[src/rtl/mvtm_pkg.sv]
// ----------------------------------------------------------------------------
// mvtm_pkg
// Shared types and constants of the multi-voice tone mixer: stream field
// layout, function and waveform codes, controller states and the
// command/status bundles between controller and datapath.
// ----------------------------------------------------------------------------
package mvtm_pkg;

  // input beat layout (tdata), lowest bit first
  localparam int unsigned IN_TDATA_W     = 104;
  localparam int unsigned OFS_VOICE_IDX  = 0;
  localparam int unsigned OFS_WAVE_TYPE  = 2;
  localparam int unsigned OFS_START_VOL  = 4;
  localparam int unsigned OFS_DECAY      = 20;
  localparam int unsigned OFS_NOTE_LEN   = 36;
  localparam int unsigned OFS_PERIOD     = 52;
  localparam int unsigned OFS_STEP       = 68;
  localparam int unsigned OFS_START_CNT  = 84;

  // pi/2 in Q30
  localparam longint unsigned HALF_PI_Q30 = 64'd1686629713;

  typedef enum logic {
    FUNC_TICK = 1'b0,
    FUNC_LOAD = 1'b1
  } func_e;

  typedef enum logic [1:0] {
    WAVE_SILENT = 2'd0,
    WAVE_NOISE  = 2'd1,
    WAVE_SQUARE = 2'd2,
    WAVE_SINE   = 2'd3
  } wave_e;

  typedef enum logic [2:0] {
    ST_IDLE  = 3'b001,
    ST_ISSUE = 3'b010,
    ST_DRAIN = 3'b100
  } ctrl_state_e;

  typedef struct packed {
    logic load;       // write one voice from the input beat
    logic clear_sum;  // start a new mix
    logic issue;      // send one voice into the pipeline
    logic push;       // move the clamped mix into the output register
  } dp_cmd_t;

  typedef struct packed {
    logic busy;       // a voice is still in flight
    logic out_free;   // output register can take a beat this cycle
  } dp_sts_t;

endpackage

[src/rtl/mvtm_sine_rom.sv]
// ----------------------------------------------------------------------------
// mvtm_sine_rom
// Constant sine table with registered read. Entries are built at elaboration
// from a Q30 odd Taylor series on the first quadrant, truncated toward zero.
// ----------------------------------------------------------------------------
module mvtm_sine_rom #(
  parameter int unsigned SINE_STEPS = 256,
  parameter int unsigned DAC_BITS   = 12,
  localparam int unsigned RIDX_W    = $clog2(SINE_STEPS),
  localparam int unsigned DW        = DAC_BITS + 1
) (
  input  logic                 clk_i,
  input  logic [RIDX_W-1:0]    idx_i,
  output logic signed [DW-1:0] data_o
);
  import mvtm_pkg::*;

  function automatic logic signed [DW-1:0] sine_entry(input int unsigned n);
    longint unsigned x;
    longint unsigned x2;
    longint unsigned term;
    longint unsigned rr;
    longint          acc;
    longint          amp;
    longint          v;
    int unsigned     m;
    int unsigned     q;
    int unsigned     r;
    amp = longint'(1) << (DAC_BITS - 1);
    m   = 4 * n;
    q   = m / SINE_STEPS;
    r   = m % SINE_STEPS;
    if (q[0]) begin
      r = SINE_STEPS - r;
    end
    if (r >= SINE_STEPS) begin
      v = amp;
    end else begin
      rr   = longint'(r);
      x    = (HALF_PI_Q30 * rr) / SINE_STEPS;
      x2   = (x * x) >> 30;
      term = x;
      acc  = longint'(x);
      // odd series terms x^3 .. x^15, signs alternating
      term = ((term * x2) >> 30) / 64'd6;
      acc  = acc - longint'(term);
      term = ((term * x2) >> 30) / 64'd20;
      acc  = acc + longint'(term);
      term = ((term * x2) >> 30) / 64'd42;
      acc  = acc - longint'(term);
      term = ((term * x2) >> 30) / 64'd72;
      acc  = acc + longint'(term);
      term = ((term * x2) >> 30) / 64'd110;
      acc  = acc - longint'(term);
      term = ((term * x2) >> 30) / 64'd156;
      acc  = acc + longint'(term);
      term = ((term * x2) >> 30) / 64'd210;
      acc  = acc - longint'(term);
      if (acc < 0) acc = 0;
      v = (acc * amp) >>> 30;
      if (v > amp) v = amp;
    end
    if (q >= 2) v = -v;
    return DW'(v);
  endfunction

  logic signed [DW-1:0] rom_tbl [SINE_STEPS];

  for (genvar g = 0; g < SINE_STEPS; g++) begin : g_tbl
    assign rom_tbl[g] = sine_entry(g);
  end

  always_ff @(posedge clk_i) begin
    data_o <= rom_tbl[idx_i];
  end

endmodule

[src/rtl/mvtm_ctrl.sv]
// ----------------------------------------------------------------------------
// mvtm_ctrl
// Sequencer: takes input beats, fires voice loads, issues the voices of a
// tick one per cycle, waits for the pipeline to drain and pushes the mix.
// ----------------------------------------------------------------------------
module mvtm_ctrl #(
  parameter int unsigned VOICE_COUNT = 4,
  localparam int unsigned VIDX_W     = (VOICE_COUNT > 1) ? $clog2(VOICE_COUNT) : 1
) (
  input  logic                clk_i,
  input  logic                rst_ni,
  input  logic                in_valid_i,
  output logic                in_ready_o,
  input  logic                in_func_i,
  output mvtm_pkg::dp_cmd_t   cmd_o,
  output logic [VIDX_W-1:0]   issue_idx_o,
  input  mvtm_pkg::dp_sts_t   sts_i
);
  import mvtm_pkg::*;

  localparam logic [VIDX_W-1:0] LastIdx = VIDX_W'(VOICE_COUNT - 1);

  ctrl_state_e       state_q, state_d;
  logic [VIDX_W-1:0] cnt_q, cnt_d;
  logic              accept;

  assign in_ready_o  = (state_q == ST_IDLE);
  assign accept      = in_valid_i & in_ready_o;
  assign issue_idx_o = cnt_q;

  always_comb begin
    state_d         = state_q;
    cnt_d           = cnt_q;
    cmd_o           = '0;
    case (state_q)
      ST_IDLE: begin
        if (accept) begin
          if (in_func_i == FUNC_LOAD) begin
            cmd_o.load = 1'b1;
          end else begin
            cmd_o.clear_sum = 1'b1;
            state_d         = ST_ISSUE;
          end
        end
      end
      ST_ISSUE: begin
        cmd_o.issue = 1'b1;
        if (cnt_q == LastIdx) begin
          cnt_d   = '0;
          state_d = ST_DRAIN;
        end else begin
          cnt_d = cnt_q + VIDX_W'(1);
        end
      end
      ST_DRAIN: begin
        if (!sts_i.busy && sts_i.out_free) begin
          cmd_o.push = 1'b1;
          state_d    = ST_IDLE;
        end
      end
      default: begin
        state_d = ST_IDLE;
        cnt_d   = '0;
      end
    endcase
  end

  always_ff @(posedge clk_i or negedge rst_ni) begin
    if (!rst_ni) begin
      state_q <= ST_IDLE;
      cnt_q   <= '0;
    end else begin
      state_q <= state_d;
      cnt_q   <= cnt_d;
    end
  end

`ifndef SYNTHESIS
  a_push_when_drained: assert property (@(posedge clk_i) disable iff (!rst_ni)
    cmd_o.push |-> (!sts_i.busy && sts_i.out_free))
    else $error("mix pushed while pipeline busy or output full");

  a_idle_cnt_zero: assert property (@(posedge clk_i) disable iff (!rst_ni)
    (state_q == ST_IDLE) |-> (cnt_q == '0))
    else $error("voice counter not rewound in idle");

  a_issue_fills_pipe: assert property (@(posedge clk_i) disable iff (!rst_ni)
    cmd_o.issue |=> sts_i.busy)
    else $error("issued voice did not enter the pipeline");
`endif

endmodule

[src/rtl/mvtm_datapath.sv]
// ----------------------------------------------------------------------------
// mvtm_datapath
// Voice state, four-stage voice pipeline (read, waveform and update, gain
// multiply, accumulate), mix clamp and output register.
// ----------------------------------------------------------------------------
module mvtm_datapath #(
  parameter int unsigned VOICE_COUNT = 4,
  parameter int unsigned SINE_STEPS  = 256,
  parameter int unsigned DAC_BITS    = 12,
  localparam int unsigned VIDX_W     = (VOICE_COUNT > 1) ? $clog2(VOICE_COUNT) : 1
) (
  input  logic                clk_i,
  input  logic                rst_ni,
  input  mvtm_pkg::dp_cmd_t   cmd_i,
  input  logic [VIDX_W-1:0]   issue_idx_i,
  output mvtm_pkg::dp_sts_t   sts_o,
  input  logic [1:0]          voice_index_i,
  input  logic [1:0]          wave_type_i,
  input  logic [15:0]         start_volume_i,
  input  logic [15:0]         decay_rate_i,
  input  logic [15:0]         note_length_i,
  input  logic [15:0]         wave_period_i,
  input  logic [15:0]         phase_step_i,
  input  logic [15:0]         start_counter_i,
  output logic                out_valid_o,
  input  logic                out_ready_i,
  output logic [DAC_BITS-1:0] mixed_sample_o
);
  import mvtm_pkg::*;

  localparam int unsigned RIDX_W  = $clog2(SINE_STEPS);
  localparam int unsigned SMP_W   = DAC_BITS + 1;
  localparam int unsigned PROD_W  = SMP_W + 17;
  localparam int unsigned CON_W   = PROD_W - 16;
  localparam int unsigned SUM_W   = DAC_BITS + $clog2(VOICE_COUNT) + 3;
  localparam int unsigned Half    = 2 ** (DAC_BITS - 1);
  localparam int unsigned FullMax = 2 ** DAC_BITS - 1;

  // voice state
  wave_e       kind_q   [VOICE_COUNT];
  logic [15:0] gain_q   [VOICE_COUNT];
  logic [15:0] fade_q   [VOICE_COUNT];
  logic [15:0] remain_q [VOICE_COUNT];
  logic [15:0] cycle_q  [VOICE_COUNT];
  logic [15:0] inc_q    [VOICE_COUNT];
  logic [16:0] phase_q  [VOICE_COUNT];

  logic              load_ok;
  logic [VIDX_W-1:0] load_addr;

  // stage 1
  logic              s1_valid_q;
  logic [VIDX_W-1:0] s1_idx_q;
  wave_e             s1_kind_q;
  logic              s1_act_q;
  logic [16:0]       s1_phase_q;
  logic [15:0]       s1_gain_q;
  logic [15:0]       s1_fade_q;
  logic [15:0]       s1_remain_q;
  logic [15:0]       s1_cycle_q;
  logic [15:0]       s1_inc_q;
  logic [31:0]       s1_lim_q;
  logic signed [SMP_W-1:0] s1_rom;

  // stage 2 / 3
  logic                     s2_valid_q;
  logic signed [SMP_W-1:0]  s2_smp_q;
  logic [15:0]              s2_gain_q;
  logic                     s3_valid_q;
  logic signed [PROD_W-1:0] s3_prod_q;
  logic signed [PROD_W-1:0] prod_d;

  logic signed [SUM_W-1:0]  sum_q;
  logic signed [SUM_W-1:0]  mix_ofs;
  logic [DAC_BITS-1:0]      mix_clamped;
  logic signed [CON_W-1:0]  contrib;
  logic                     out_valid_q;
  logic [DAC_BITS-1:0]      out_data_q;

  // stage 0 signals
  logic [31:0]       s0_lim;
  logic [15:0]       s0_red;
  logic [RIDX_W-1:0] s0_ridx;

  // stage 1 signals
  logic [15:0]             lfsr;
  logic                    fb;
  logic [15:0]             lfsr_nx;
  logic [16:0]             sq_inc;
  logic [17:0]             sin_nx;
  logic [16:0]             phase_nx;
  logic signed [SMP_W-1:0] smp;
  logic [32:0]             gain_mult;
  logic                    s1_wr;

  assign load_ok   = cmd_i.load && ({3'b000, voice_index_i} < 5'(VOICE_COUNT));
  assign load_addr = VIDX_W'(voice_index_i);
  assign s1_wr     = s1_valid_q & s1_act_q;

  // ---------------- stage 0: read voice, phase limit, table index
  assign s0_lim = cycle_q[issue_idx_i] * inc_q[issue_idx_i];

  always_comb begin
    s0_red = {7'b0, phase_q[issue_idx_i][16:8]};
    // table index modulo the table size by restoring reduction
    for (int k = 5; k >= 0; k--) begin
      if (s0_red >= 16'(SINE_STEPS << k)) begin
        s0_red = s0_red - 16'(SINE_STEPS << k);
      end
    end
    s0_ridx = RIDX_W'(s0_red);
  end

  mvtm_sine_rom #(
    .SINE_STEPS(SINE_STEPS),
    .DAC_BITS  (DAC_BITS)
  ) u_sine_rom (
    .clk_i (clk_i),
    .idx_i (s0_ridx),
    .data_o(s1_rom)
  );

  always_ff @(posedge clk_i) begin
    s1_idx_q    <= issue_idx_i;
    s1_kind_q   <= kind_q[issue_idx_i];
    s1_act_q    <= (remain_q[issue_idx_i] != 16'd0);
    s1_phase_q  <= phase_q[issue_idx_i];
    s1_gain_q   <= gain_q[issue_idx_i];
    s1_fade_q   <= fade_q[issue_idx_i];
    s1_remain_q <= remain_q[issue_idx_i];
    s1_cycle_q  <= cycle_q[issue_idx_i];
    s1_inc_q    <= inc_q[issue_idx_i];
    s1_lim_q    <= s0_lim;
  end

  // ---------------- stage 1: waveform, phase and gain update
  always_comb begin
    lfsr    = s1_phase_q[15:0];
    fb      = lfsr[0] ^ lfsr[2] ^ lfsr[3] ^ lfsr[5];
    lfsr_nx = {fb, lfsr[15:1]};
    sq_inc  = s1_phase_q + 17'd1;
    sin_nx  = {1'b0, s1_phase_q} + {2'b00, s1_inc_q};
    case (s1_kind_q)
      WAVE_NOISE: begin
        phase_nx = {1'b0, lfsr_nx};
        smp      = SMP_W'({1'b0, lfsr_nx[15 -: DAC_BITS]}) - SMP_W'(Half);
      end
      WAVE_SQUARE: begin
        phase_nx = (sq_inc == {1'b0, s1_cycle_q}) ? 17'd0 : sq_inc;
        if (s1_phase_q < {2'b00, s1_cycle_q[15:1]}) begin
          smp = SMP_W'(Half - 1);
        end else begin
          smp = -SMP_W'(Half);
        end
      end
      WAVE_SINE: begin
        phase_nx = ({14'd0, sin_nx} > s1_lim_q) ? 17'd0 : sin_nx[16:0];
        smp      = s1_rom;
      end
      default: begin
        phase_nx = s1_phase_q;
        smp      = '0;
      end
    endcase
    gain_mult = s1_gain_q * (17'h10000 - {1'b0, s1_fade_q});
  end

  always_ff @(posedge clk_i or negedge rst_ni) begin
    if (!rst_ni) begin
      for (int v = 0; v < VOICE_COUNT; v++) begin
        kind_q[v]   <= WAVE_SILENT;
        gain_q[v]   <= '0;
        fade_q[v]   <= '0;
        remain_q[v] <= '0;
        cycle_q[v]  <= '0;
        inc_q[v]    <= '0;
        phase_q[v]  <= '0;
      end
    end else if (load_ok) begin
      kind_q[load_addr]   <= wave_e'(wave_type_i);
      gain_q[load_addr]   <= start_volume_i;
      fade_q[load_addr]   <= decay_rate_i;
      remain_q[load_addr] <= note_length_i;
      cycle_q[load_addr]  <= wave_period_i;
      inc_q[load_addr]    <= phase_step_i;
      phase_q[load_addr]  <= {1'b0, start_counter_i};
    end else if (s1_wr) begin
      gain_q[s1_idx_q]   <= gain_mult[31:16];
      remain_q[s1_idx_q] <= s1_remain_q - 16'd1;
      phase_q[s1_idx_q]  <= phase_nx;
    end
  end

  always_ff @(posedge clk_i) begin
    s2_smp_q  <= s1_act_q ? smp : '0;
    s2_gain_q <= s1_gain_q;
  end

  // ---------------- stage 2: scale by gain
  always_comb begin
    prod_d = $signed(s2_smp_q) * $signed({1'b0, s2_gain_q});
  end

  always_ff @(posedge clk_i) begin
    s3_prod_q <= prod_d;
  end

  // ---------------- stage 3: accumulate, floor of product over 65536
  assign contrib = s3_prod_q[PROD_W-1:16];

  always_ff @(posedge clk_i or negedge rst_ni) begin
    if (!rst_ni) begin
      s1_valid_q <= 1'b0;
      s2_valid_q <= 1'b0;
      s3_valid_q <= 1'b0;
      sum_q      <= '0;
    end else begin
      s1_valid_q <= cmd_i.issue;
      s2_valid_q <= s1_valid_q;
      s3_valid_q <= s2_valid_q;
      if (cmd_i.clear_sum) begin
        sum_q <= '0;
      end else if (s3_valid_q) begin
        sum_q <= sum_q + {{(SUM_W - CON_W){contrib[CON_W-1]}}, contrib};
      end
    end
  end

  // ---------------- mid-scale offset and clamp
  always_comb begin
    mix_ofs = sum_q + SUM_W'(Half);
    if (mix_ofs[SUM_W-1]) begin
      mix_clamped = '0;
    end else if (mix_ofs > SUM_W'(FullMax)) begin
      mix_clamped = DAC_BITS'(FullMax);
    end else begin
      mix_clamped = mix_ofs[DAC_BITS-1:0];
    end
  end

  always_ff @(posedge clk_i or negedge rst_ni) begin
    if (!rst_ni) begin
      out_valid_q <= 1'b0;
    end else if (cmd_i.push) begin
      out_valid_q <= 1'b1;
    end else if (out_ready_i) begin
      out_valid_q <= 1'b0;
    end
  end

  always_ff @(posedge clk_i) begin
    if (cmd_i.push) begin
      out_data_q <= mix_clamped;
    end
  end

  assign out_valid_o    = out_valid_q;
  assign mixed_sample_o = out_data_q;
  assign sts_o.busy     = s1_valid_q | s2_valid_q | s3_valid_q;
  assign sts_o.out_free = !out_valid_q | out_ready_i;

`ifndef SYNTHESIS
  a_no_clear_mid_mix: assert property (@(posedge clk_i) disable iff (!rst_ni)
    s3_valid_q |-> !cmd_i.clear_sum)
    else $error("mix cleared while a voice was accumulating");

  a_push_no_overwrite: assert property (@(posedge clk_i) disable iff (!rst_ni)
    cmd_i.push |-> (!out_valid_q || out_ready_i))
    else $error("output beat overwritten before it was taken");

  a_load_vs_writeback: assert property (@(posedge clk_i) disable iff (!rst_ni)
    s1_wr |-> !cmd_i.load)
    else $error("voice load collided with pipeline writeback");
`endif

endmodule

[src/rtl/multi_voice_tone_mixer.sv]
// ----------------------------------------------------------------------------
// multi_voice_tone_mixer
// Multi-voice tone mixer: load beats program one voice, tick beats return
// one mixed, offset and clamped DAC sample.
//
//   channel  dir  signals           contents
//   s_axis   in   tdata, tuser      voice load or tick request
//   m_axis   out  tdata             one mixed sample per tick
//
// a load is written into the voice state as it is accepted; a tick issues its
// voices into the voice pipeline one per cycle, and the input is taken again
// once the drained mix has been pushed into the output register
// reset clears all voices to silent with zero gain and length
// the input is taken again while a result waits in the output register; a
// second finished mix holds until that beat is taken
// ----------------------------------------------------------------------------
module multi_voice_tone_mixer #(
  parameter int unsigned VOICE_COUNT = 4,
  parameter int unsigned SINE_STEPS  = 256,
  parameter int unsigned DAC_BITS    = 12,
  localparam int unsigned OUT_W      = ((DAC_BITS + 7) / 8) * 8
) (
  input  logic                            clk_i,
  input  logic                            rst_ni,
  input  logic                            s_axis_tvalid_i,
  output logic                            s_axis_tready_o,
  // voice_index, wave_type, start_volume, decay_rate, note_length,
  // wave_period, phase_step, start_counter, zero pad
  input  logic [mvtm_pkg::IN_TDATA_W-1:0] s_axis_tdata_i,
  // func
  input  logic [0:0]                      s_axis_tuser_i,
  output logic                            m_axis_tvalid_o,
  input  logic                            m_axis_tready_i,
  // mixed_sample, zero pad
  output logic [OUT_W-1:0]                m_axis_tdata_o
);
  import mvtm_pkg::*;

  localparam int unsigned VIDX_W = (VOICE_COUNT > 1) ? $clog2(VOICE_COUNT) : 1;

  dp_cmd_t             cmd;
  dp_sts_t             sts;
  logic [VIDX_W-1:0]   issue_idx;
  logic [DAC_BITS-1:0] mixed_sample;

  mvtm_ctrl #(
    .VOICE_COUNT(VOICE_COUNT)
  ) u_ctrl (
    .clk_i      (clk_i),
    .rst_ni     (rst_ni),
    .in_valid_i (s_axis_tvalid_i),
    .in_ready_o (s_axis_tready_o),
    .in_func_i  (s_axis_tuser_i[0]),
    .cmd_o      (cmd),
    .issue_idx_o(issue_idx),
    .sts_i      (sts)
  );

  mvtm_datapath #(
    .VOICE_COUNT(VOICE_COUNT),
    .SINE_STEPS (SINE_STEPS),
    .DAC_BITS   (DAC_BITS)
  ) u_datapath (
    .clk_i          (clk_i),
    .rst_ni         (rst_ni),
    .cmd_i          (cmd),
    .issue_idx_i    (issue_idx),
    .sts_o          (sts),
    .voice_index_i  (s_axis_tdata_i[OFS_VOICE_IDX +: 2]),
    .wave_type_i    (s_axis_tdata_i[OFS_WAVE_TYPE +: 2]),
    .start_volume_i (s_axis_tdata_i[OFS_START_VOL +: 16]),
    .decay_rate_i   (s_axis_tdata_i[OFS_DECAY +: 16]),
    .note_length_i  (s_axis_tdata_i[OFS_NOTE_LEN +: 16]),
    .wave_period_i  (s_axis_tdata_i[OFS_PERIOD +: 16]),
    .phase_step_i   (s_axis_tdata_i[OFS_STEP +: 16]),
    .start_counter_i(s_axis_tdata_i[OFS_START_CNT +: 16]),
    .out_valid_o    (m_axis_tvalid_o),
    .out_ready_i    (m_axis_tready_i),
    .mixed_sample_o (mixed_sample)
  );

  assign m_axis_tdata_o = OUT_W'(mixed_sample);

endmodule
[config.mk]
export PLATFORM = sky130hd
export DESIGN_NAME = multi_voice_tone_mixer
export DESIGN_NICKNAME = d
export VERILOG_FILES = /design/src/rtl/mvtm_pkg.sv /design/src/rtl/mvtm_sine_rom.sv /design/src/rtl/mvtm_ctrl.sv /design/src/rtl/mvtm_datapath.sv /design/src/rtl/multi_voice_tone_mixer.sv
export SDC_FILE = /design/constraint.sdc
export NUM_CORES = 2
export LEC_CHECK = 0
export ABC_AREA = 1
export ABC_CLOCK_PERIOD_IN_PS = 10450
export BUFFER_PORTS_ARGS = -buffer_cell sky130_fd_sc_hd__buf_2
export CORE_AREA = 10 10 303 305
export CTS_CLUSTER_DIAMETER = 60
export DETAILED_ROUTE_END_ITERATION = 10
export DIE_AREA = 0 0 313 315
export HOLD_SLACK_MARGIN = 0.15
export PLACE_DENSITY = 0.82
export SYNTH_ARGS = -nofsm -noshare
export SYNTH_HDL_FRONTEND = slang
export SYNTH_SLANG_ARGS = --single-unit
[constraint.sdc]
create_clock -name clk_i -period 10.45 [get_ports clk_i]
set_clock_uncertainty 0.05 [all_clocks]
set_input_delay 1.045 -clock clk_i [delete_from_list [all_inputs] [get_ports clk_i]]
set_output_delay 1.045 -clock clk_i [all_outputs]
set_load 0.005 [all_outputs]
# Word-level counts from Yosys, hierarchy flattened
# Memory sizes are Yosys's and may differ from the RTL's. A register that Yosys moved wholly into a read port is not among the register bits.
# Index checks and enable logic that the tools add are counted.
# classes
add_sub_neg	9
mul	3
n_lt_le_gt_ge	9
eq_ne	12
muxes	72
n_bitwise	12
n_reduce_logical	11
# op_table
op	n
64-bit bitwise mux	7
64-bit two-way mux	4
16-bit two-way mux	12
16-bit binary-select mux with 2-bit select	5
68-bit bitwise mux	2
17-bit two-way mux	8
68-bit two-way mux	2
17-bit demux with 2-bit select	2
16-bit demux with 2-bit select	2
17-bit one-hot mux with 3 select lines	1
13-bit one-hot mux with 3 select lines	1
17-bit binary-select mux with 2-bit select	1
16-bit by 33-bit multiplier with 32-bit output	1
18-bit by 32-bit > comparator with 1-bit output	1
16-bit by 16-bit multiplier with 32-bit output	1
13-bit by 17-bit multiplier with 30-bit output	1
17-bit by 16-bit adder with 18-bit output	1
17-bit by 16-bit subtractor with 18-bit output (first input constant)	1
17-bit by 1-bit adder with 17-bit output (second input constant)	1
17-bit by 12-bit adder with 17-bit output (second input constant)	1
17-bit adder	1
17-bit by 16-bit equality test with 1-bit output	1
17-bit by 12-bit > comparator with 1-bit output (second input constant)	1
17-bit by 15-bit less-than comparator with 1-bit output	1
other kinds (36)	69
# word_totals
register_bits	627
rom_bits	3328
input_bits	109
output_inout_bits	18
memories	1
# mem_list
name	words	width	read_ports	rd_clocked_by_memory_dff	write_ports	line	source
(name not given)	256	13	1	1	0	mvtm_sine_rom.sv:74	data_o <= rom_tbl[idx_i];

# Longest topological paths before layout
# depth
depth_word	8
ltp_mapped	37

# Modules after synthesis
# From an unflattened synthesis, not the netlist that was laid out.
# unflattened
hier_cells	7086
hier_area_um2	55733.5
# modules_own_cells
module	instances	cells_per_inst	area_per_inst_um2	seq_area_each_um2
mvtm_datapath	1	6363	52125.0	14338.8
mvtm_sine_rom	1	677	3286.9	260.2
mvtm_ctrl	1	41	287.8	126.4
multi_voice_tone_mixer	1	5	33.8	0.0

# Worst setup path after synthesis
# Ideal clock, no wire load.
# synth_path
path_type	register to register
start	register u_datapath.s1_fade_q[0]
end	register u_datapath.gain_q[25] (netlist name)
t_arrival_ps	6570
setup_slack_ps	3708
stages_incl_launch_ff	34
n_path_buf	1
path_cell_list	dfxtp_1 -> buf_6 -> inv_1 -> ha_1 -> nand4_1 -> nor2_1 -> nand2_1 -> nor2_2 -> inv_1 -> nor2_1 -> inv_2 -> or2_1 -> or3_1 -> nand2_2 -> inv_2 -> nand2_1 -> fa_1 -> fa_1 -> fa_1 -> inv_1 -> fa_1 -> fa_1 -> inv_1 -> fa_1 -> inv_1 -> ha_1 -> a21oi_1 -> o21ai_0 -> a21oi_1 -> nand3_1 -> a21o_1 -> or2_2 -> nand3_1 -> nand2_1
# synth_between
elab_chain_cells	5
# synth_lines
item	line	source
start: declaration	mvtm_datapath.sv:58	logic [15:0] s1_fade_q;
start signal: assignment	mvtm_datapath.sv:129	s1_fade_q <= fade_q[issue_idx_i];
17-bit by 16-bit subtractor with 18-bit output	mvtm_datapath.sv:165	gain_mult = s1_gain_q * (17'h10000 - {1'b0, s1_fade_q});
16-bit by 33-bit multiplier with 32-bit output	mvtm_datapath.sv:165	
64-bit bitwise mux	mvtm_datapath.sv:188	gain_q[s1_idx_q] <= gain_mult[31:16];
64-bit two-way mux	mvtm_datapath.sv:187	end else if (s1_wr) begin
64-bit two-way mux	mvtm_datapath.sv:179	end else if (load_ok) begin
end signal: indexed assignment	mvtm_datapath.sv:181	gain_q[load_addr] <= start_volume_i;
end signal: indexed assignment	mvtm_datapath.sv:188	
end: declaration	mvtm_datapath.sv:41	logic [15:0] gain_q [VOICE_COUNT];
# No other way between the ends. The select of a mux whose other input is x is not followed.
# A chain may end at the register's enable or synchronous reset.

# Worst setup path after layout
# layout_path
start	register u_datapath.s1_fade_q[0]
end	register u_datapath.gain_q[26] (netlist name)
# Same word-level chain as after synthesis.

==> metrics.txt <==
Die ar.=approximately 99000 um^2; final hold violations=0; largest net degree at the start of global routing=178; sequential-to-total area share from yosys stat=0.2662; Setup crit end kind=register; period utilisation layout=0.8046; r2r setup slk=around 2000 ps; Crit Path Category=register to register; Yosys Warn Count=0; cells after synthesis=7067; vias in the first global route=50110; min-delay src=u_datapath.s2_valid_q$_DFF_PN0_; RSZ-0062 raised after global routing=no; Final Routed Wirelength=around 170000 um; CTS Buffer Depth=3; Slew Viols, Final=0; CTS tree=built; Die Y=between 300 and 400 um; Max Clk Rate=around 120 MHz; Clock transition at path regs=approximately 70 ps; most common cell after layout, fill and taps aside=nand2_1; hold path depth=0; GR met1 Demand/Resource=0.4327; critical path arrival=between 8000 and 9000 ps; Tightest Hold Check Type=register to register; number of enable flip-flop cells after synthesis=12; worst rel slew slack=0.2095; reg-to-reg startpoint=u_datapath.s1_fade_q[0]$_DFF_P_; initial antenna violation count=19; run status=completed; fin util=0.6881; TritonCTS buffer count=74; GR Util met2=0.5585; total setup buffers inserted after CTS=0; R2R cell count=33; slowest stage delay, CP=around 520 ps; hold endpoint=u_datapath.s3_valid_q$_DFF_PN0_; Setup TNS=0 ps; Netlist cell types=between 60 and 70; Vias=about 50000; chip width=313 um; Post-route DRC=0; maxcap violations=0; Worst setup SP type=register; clk_lat worst skew=~670 ps; crit path max fanout=16; Crit path required time=10930 ps; Final setup viols=0; FILL cells=6979; Async SR Flop Fraction=0.6763; #FFs+latches synth=624; H-tree depth=3; most common cell type on the critical path=nand2_1; GRT overflow=0; fin crit period=around 8400 ps; Mean Syn Cell Area=between 7 and 8 um^2; vias per std cell=around 6.1; Pre-antenna DRT Iters=9; final net count=just over 8000; busiest grt layer=met2; PostCTS Resize Cnt=0; layout cell share with drive strength beyond 1=0.05723; slowest library cell on the worst path=fa_1; DRT antenna net count=0; # port buffers=about 120; worst-margin pin slew=1183 ps; met3 usage=0.06306; R2R Path End=u_datapath.gain_q[26]$_DFFE_PN0P_; HPWL after DPL=approximately 120000 um; most common flop cell mapped by yosys=dfrtp_1; area delta synth->final=6.920%; GRT Resource Usage Total=0.3428; Sink Count=624; Core ar.=between 80000 and 90000 um^2; hold_buf cts=0; Rows=roughly 110; initial core utilization=0.6435; GP Congestion=between 1 and 1.5; DRT iter0 DRCs=slightly below 6000; most frequent cells in the layout=1693 x nand2_1, 1148 x inv_1, 555 x fa_1, 536 x nor2_1, 523 x o21ai_0; first-pass GRT wire length=about 270000 um; routed len/inst=20.67 um; Synth Cell Area=between 50000 and 60000 um^2; Clock Tree Root=clkbuf_16; # IOs=around 130
critical path: cells and delay by family, from the launching register on:
kind / cells / cell delay [ps]
fa+ha+maj: 8 / 3600
flops: 1 / 300
buf+inv: 8 / 1090
simple gates: 13 / 2230
compound gates: 4 / 1000
sequential cells by signal, indices dropped and copies added (netlist names), 12 cells and up:
register	flops
u_datapath.s1_phase_q	17
u_datapath.cycle_q	64
u_datapath.s1_lim_q	32
u_datapath.s1_gain_q	16
u_datapath.s1_fade_q	16
u_datapath.s1_remain_q	16
u_datapath.fade_q	64
u_datapath.remain_q	64
u_datapath.u_sine_rom.data_o	13
u_datapath.gain_q	64
u_datapath.phase_q	68
u_datapath.s2_smp_q	13
u_datapath.inc_q	64
u_datapath.s1_cycle_q	16
u_datapath.s1_inc_q	16
u_datapath.s2_gain_q	16
u_datapath.s3_prod_q	14
u_datapath.mixed_sample_o	12
u_datapath.sum_q	17
final cells by class:
class / instances / area, um^2 / area share
multi-input combinational: 4950 / 34840 / 0.5891
sequential: 624 / 14730 / 0.2491
inverter: 1183 / 4448 / 0.07522
clock buffer: 104 / 2178 / 0.03684
tap: 1155 / 1445 / 0.02444
timing repair buffer: 187 / 1131 / 0.01913
clock inverter: 29 / 345.3 / 0.005840
antenna: 8 / 20.02 / 0.0003385
layer usage:
| metal | up-vias | part of all wire |
|---|---|---|
| li1 | 22340 | - |
| met1 | 24040 | 0.38 |
| met2 | 2816 | 0.46 |
| met3 | 671 | 0.099 |
| met4 | 8 | 0.059 |
| met5 | - | 0.00029 |
metrics by stage:
step	worst slack, ps	std cells	area (um^2)	hold slack [ps]
finish	2042	8240	59140	325.6
floorplan	3708	7070	55320	279.0
global route	1565	8235	59120	340.1
global placement	2548	8099	56590	312.7
detailed placement	2336	8099	56590	316.7
CTS	2238	8232	59110	320.8
synth_stat cells, drive strengths merged, types with 2 or more instances:
cell / number / area (um^2)
clkinv: 12 / 45.04
or2: 29 / 181.4
a211oi: 7 / 52.55
nand2: 1705 / 6430
edfxtp: 12 / 360.4
nand3b: 14 / 105.1
ha: 384 / 4805
inv: 1171 / 4395
o221ai: 27 / 236.5
o2111ai: 4 / 35.03
o21a: 9 / 67.56
a31oi: 31 / 193.9
a22oi: 117 / 878.3
o21ai: 546 / 2733
o211ai: 21 / 157.7
clkbuf: 195 / 732.0
buf: 118 / 646.9
nor2: 549 / 2108
xor2: 56 / 490.5
or3: 4 / 25.02
o311ai: 7 / 61.31
o31ai: 8 / 60.06
dfxtp: 190 / 3804
xnor2: 34 / 297.8
nand3: 350 / 1757
a32oi: 35 / 366.6
o22ai: 72 / 450.4
fa: 555 / 11110
nor4: 13 / 81.33
and2: 2 / 12.51
a21oi: 239 / 1200
nand4: 43 / 269.0
a22o: 9 / 78.83
a21boi: 5 / 37.54
a221oi: 3 / 26.28
a21o: 12 / 90.09
dfrtp: 421 / 10540
o21bai: 8 / 60.06
nor3: 39 / 222.7
cells by family after synthesis:
kind of cell             share of synthesized area
other                                   0.00006780
flip-flops                                  0.2662
multiplexers                             0.0002036
AO/OA/AOI/OAI                               0.1237
XOR/XNOR                                   0.01425
adder cells (fa/ha/maj)                     0.2878
AND/OR/NAND/NOR                             0.2026
buffers and inverters                       0.1052
worst max-delay path by stage:
stage	startpoint	endpoint	cells past startpoint
6_report	u_datapath.s1_fade_q[0]$_DFF_P_	u_datapath.gain_q[26]$_DFFE_PN0P_	33
5_1_grt	u_datapath.s1_fade_q[0]$_DFF_P_	u_datapath.gain_q[63]$_DFFE_PN0P_	35
4_1_cts	u_datapath.s1_fade_q[0]$_DFF_P_	u_datapath.gain_q[26]$_DFFE_PN0P_	33
3_5_place_dp	u_datapath.s1_fade_q[0]$_DFF_P_	u_datapath.gain_q[47]$_DFFE_PN0P_	35
3_3_place_gp	u_datapath.s1_fade_q[0]$_DFF_P_	u_datapath.gain_q[26]$_DFFE_PN0P_	31
2_1_floorplan	u_datapath.s1_fade_q[0]$_DFF_P_	u_datapath.gain_q[25]$_DFFE_PN0P_	33
Power is not shown: default switching activity piles up to over one toggle a cycle in this logic, so the estimate is an artifact.
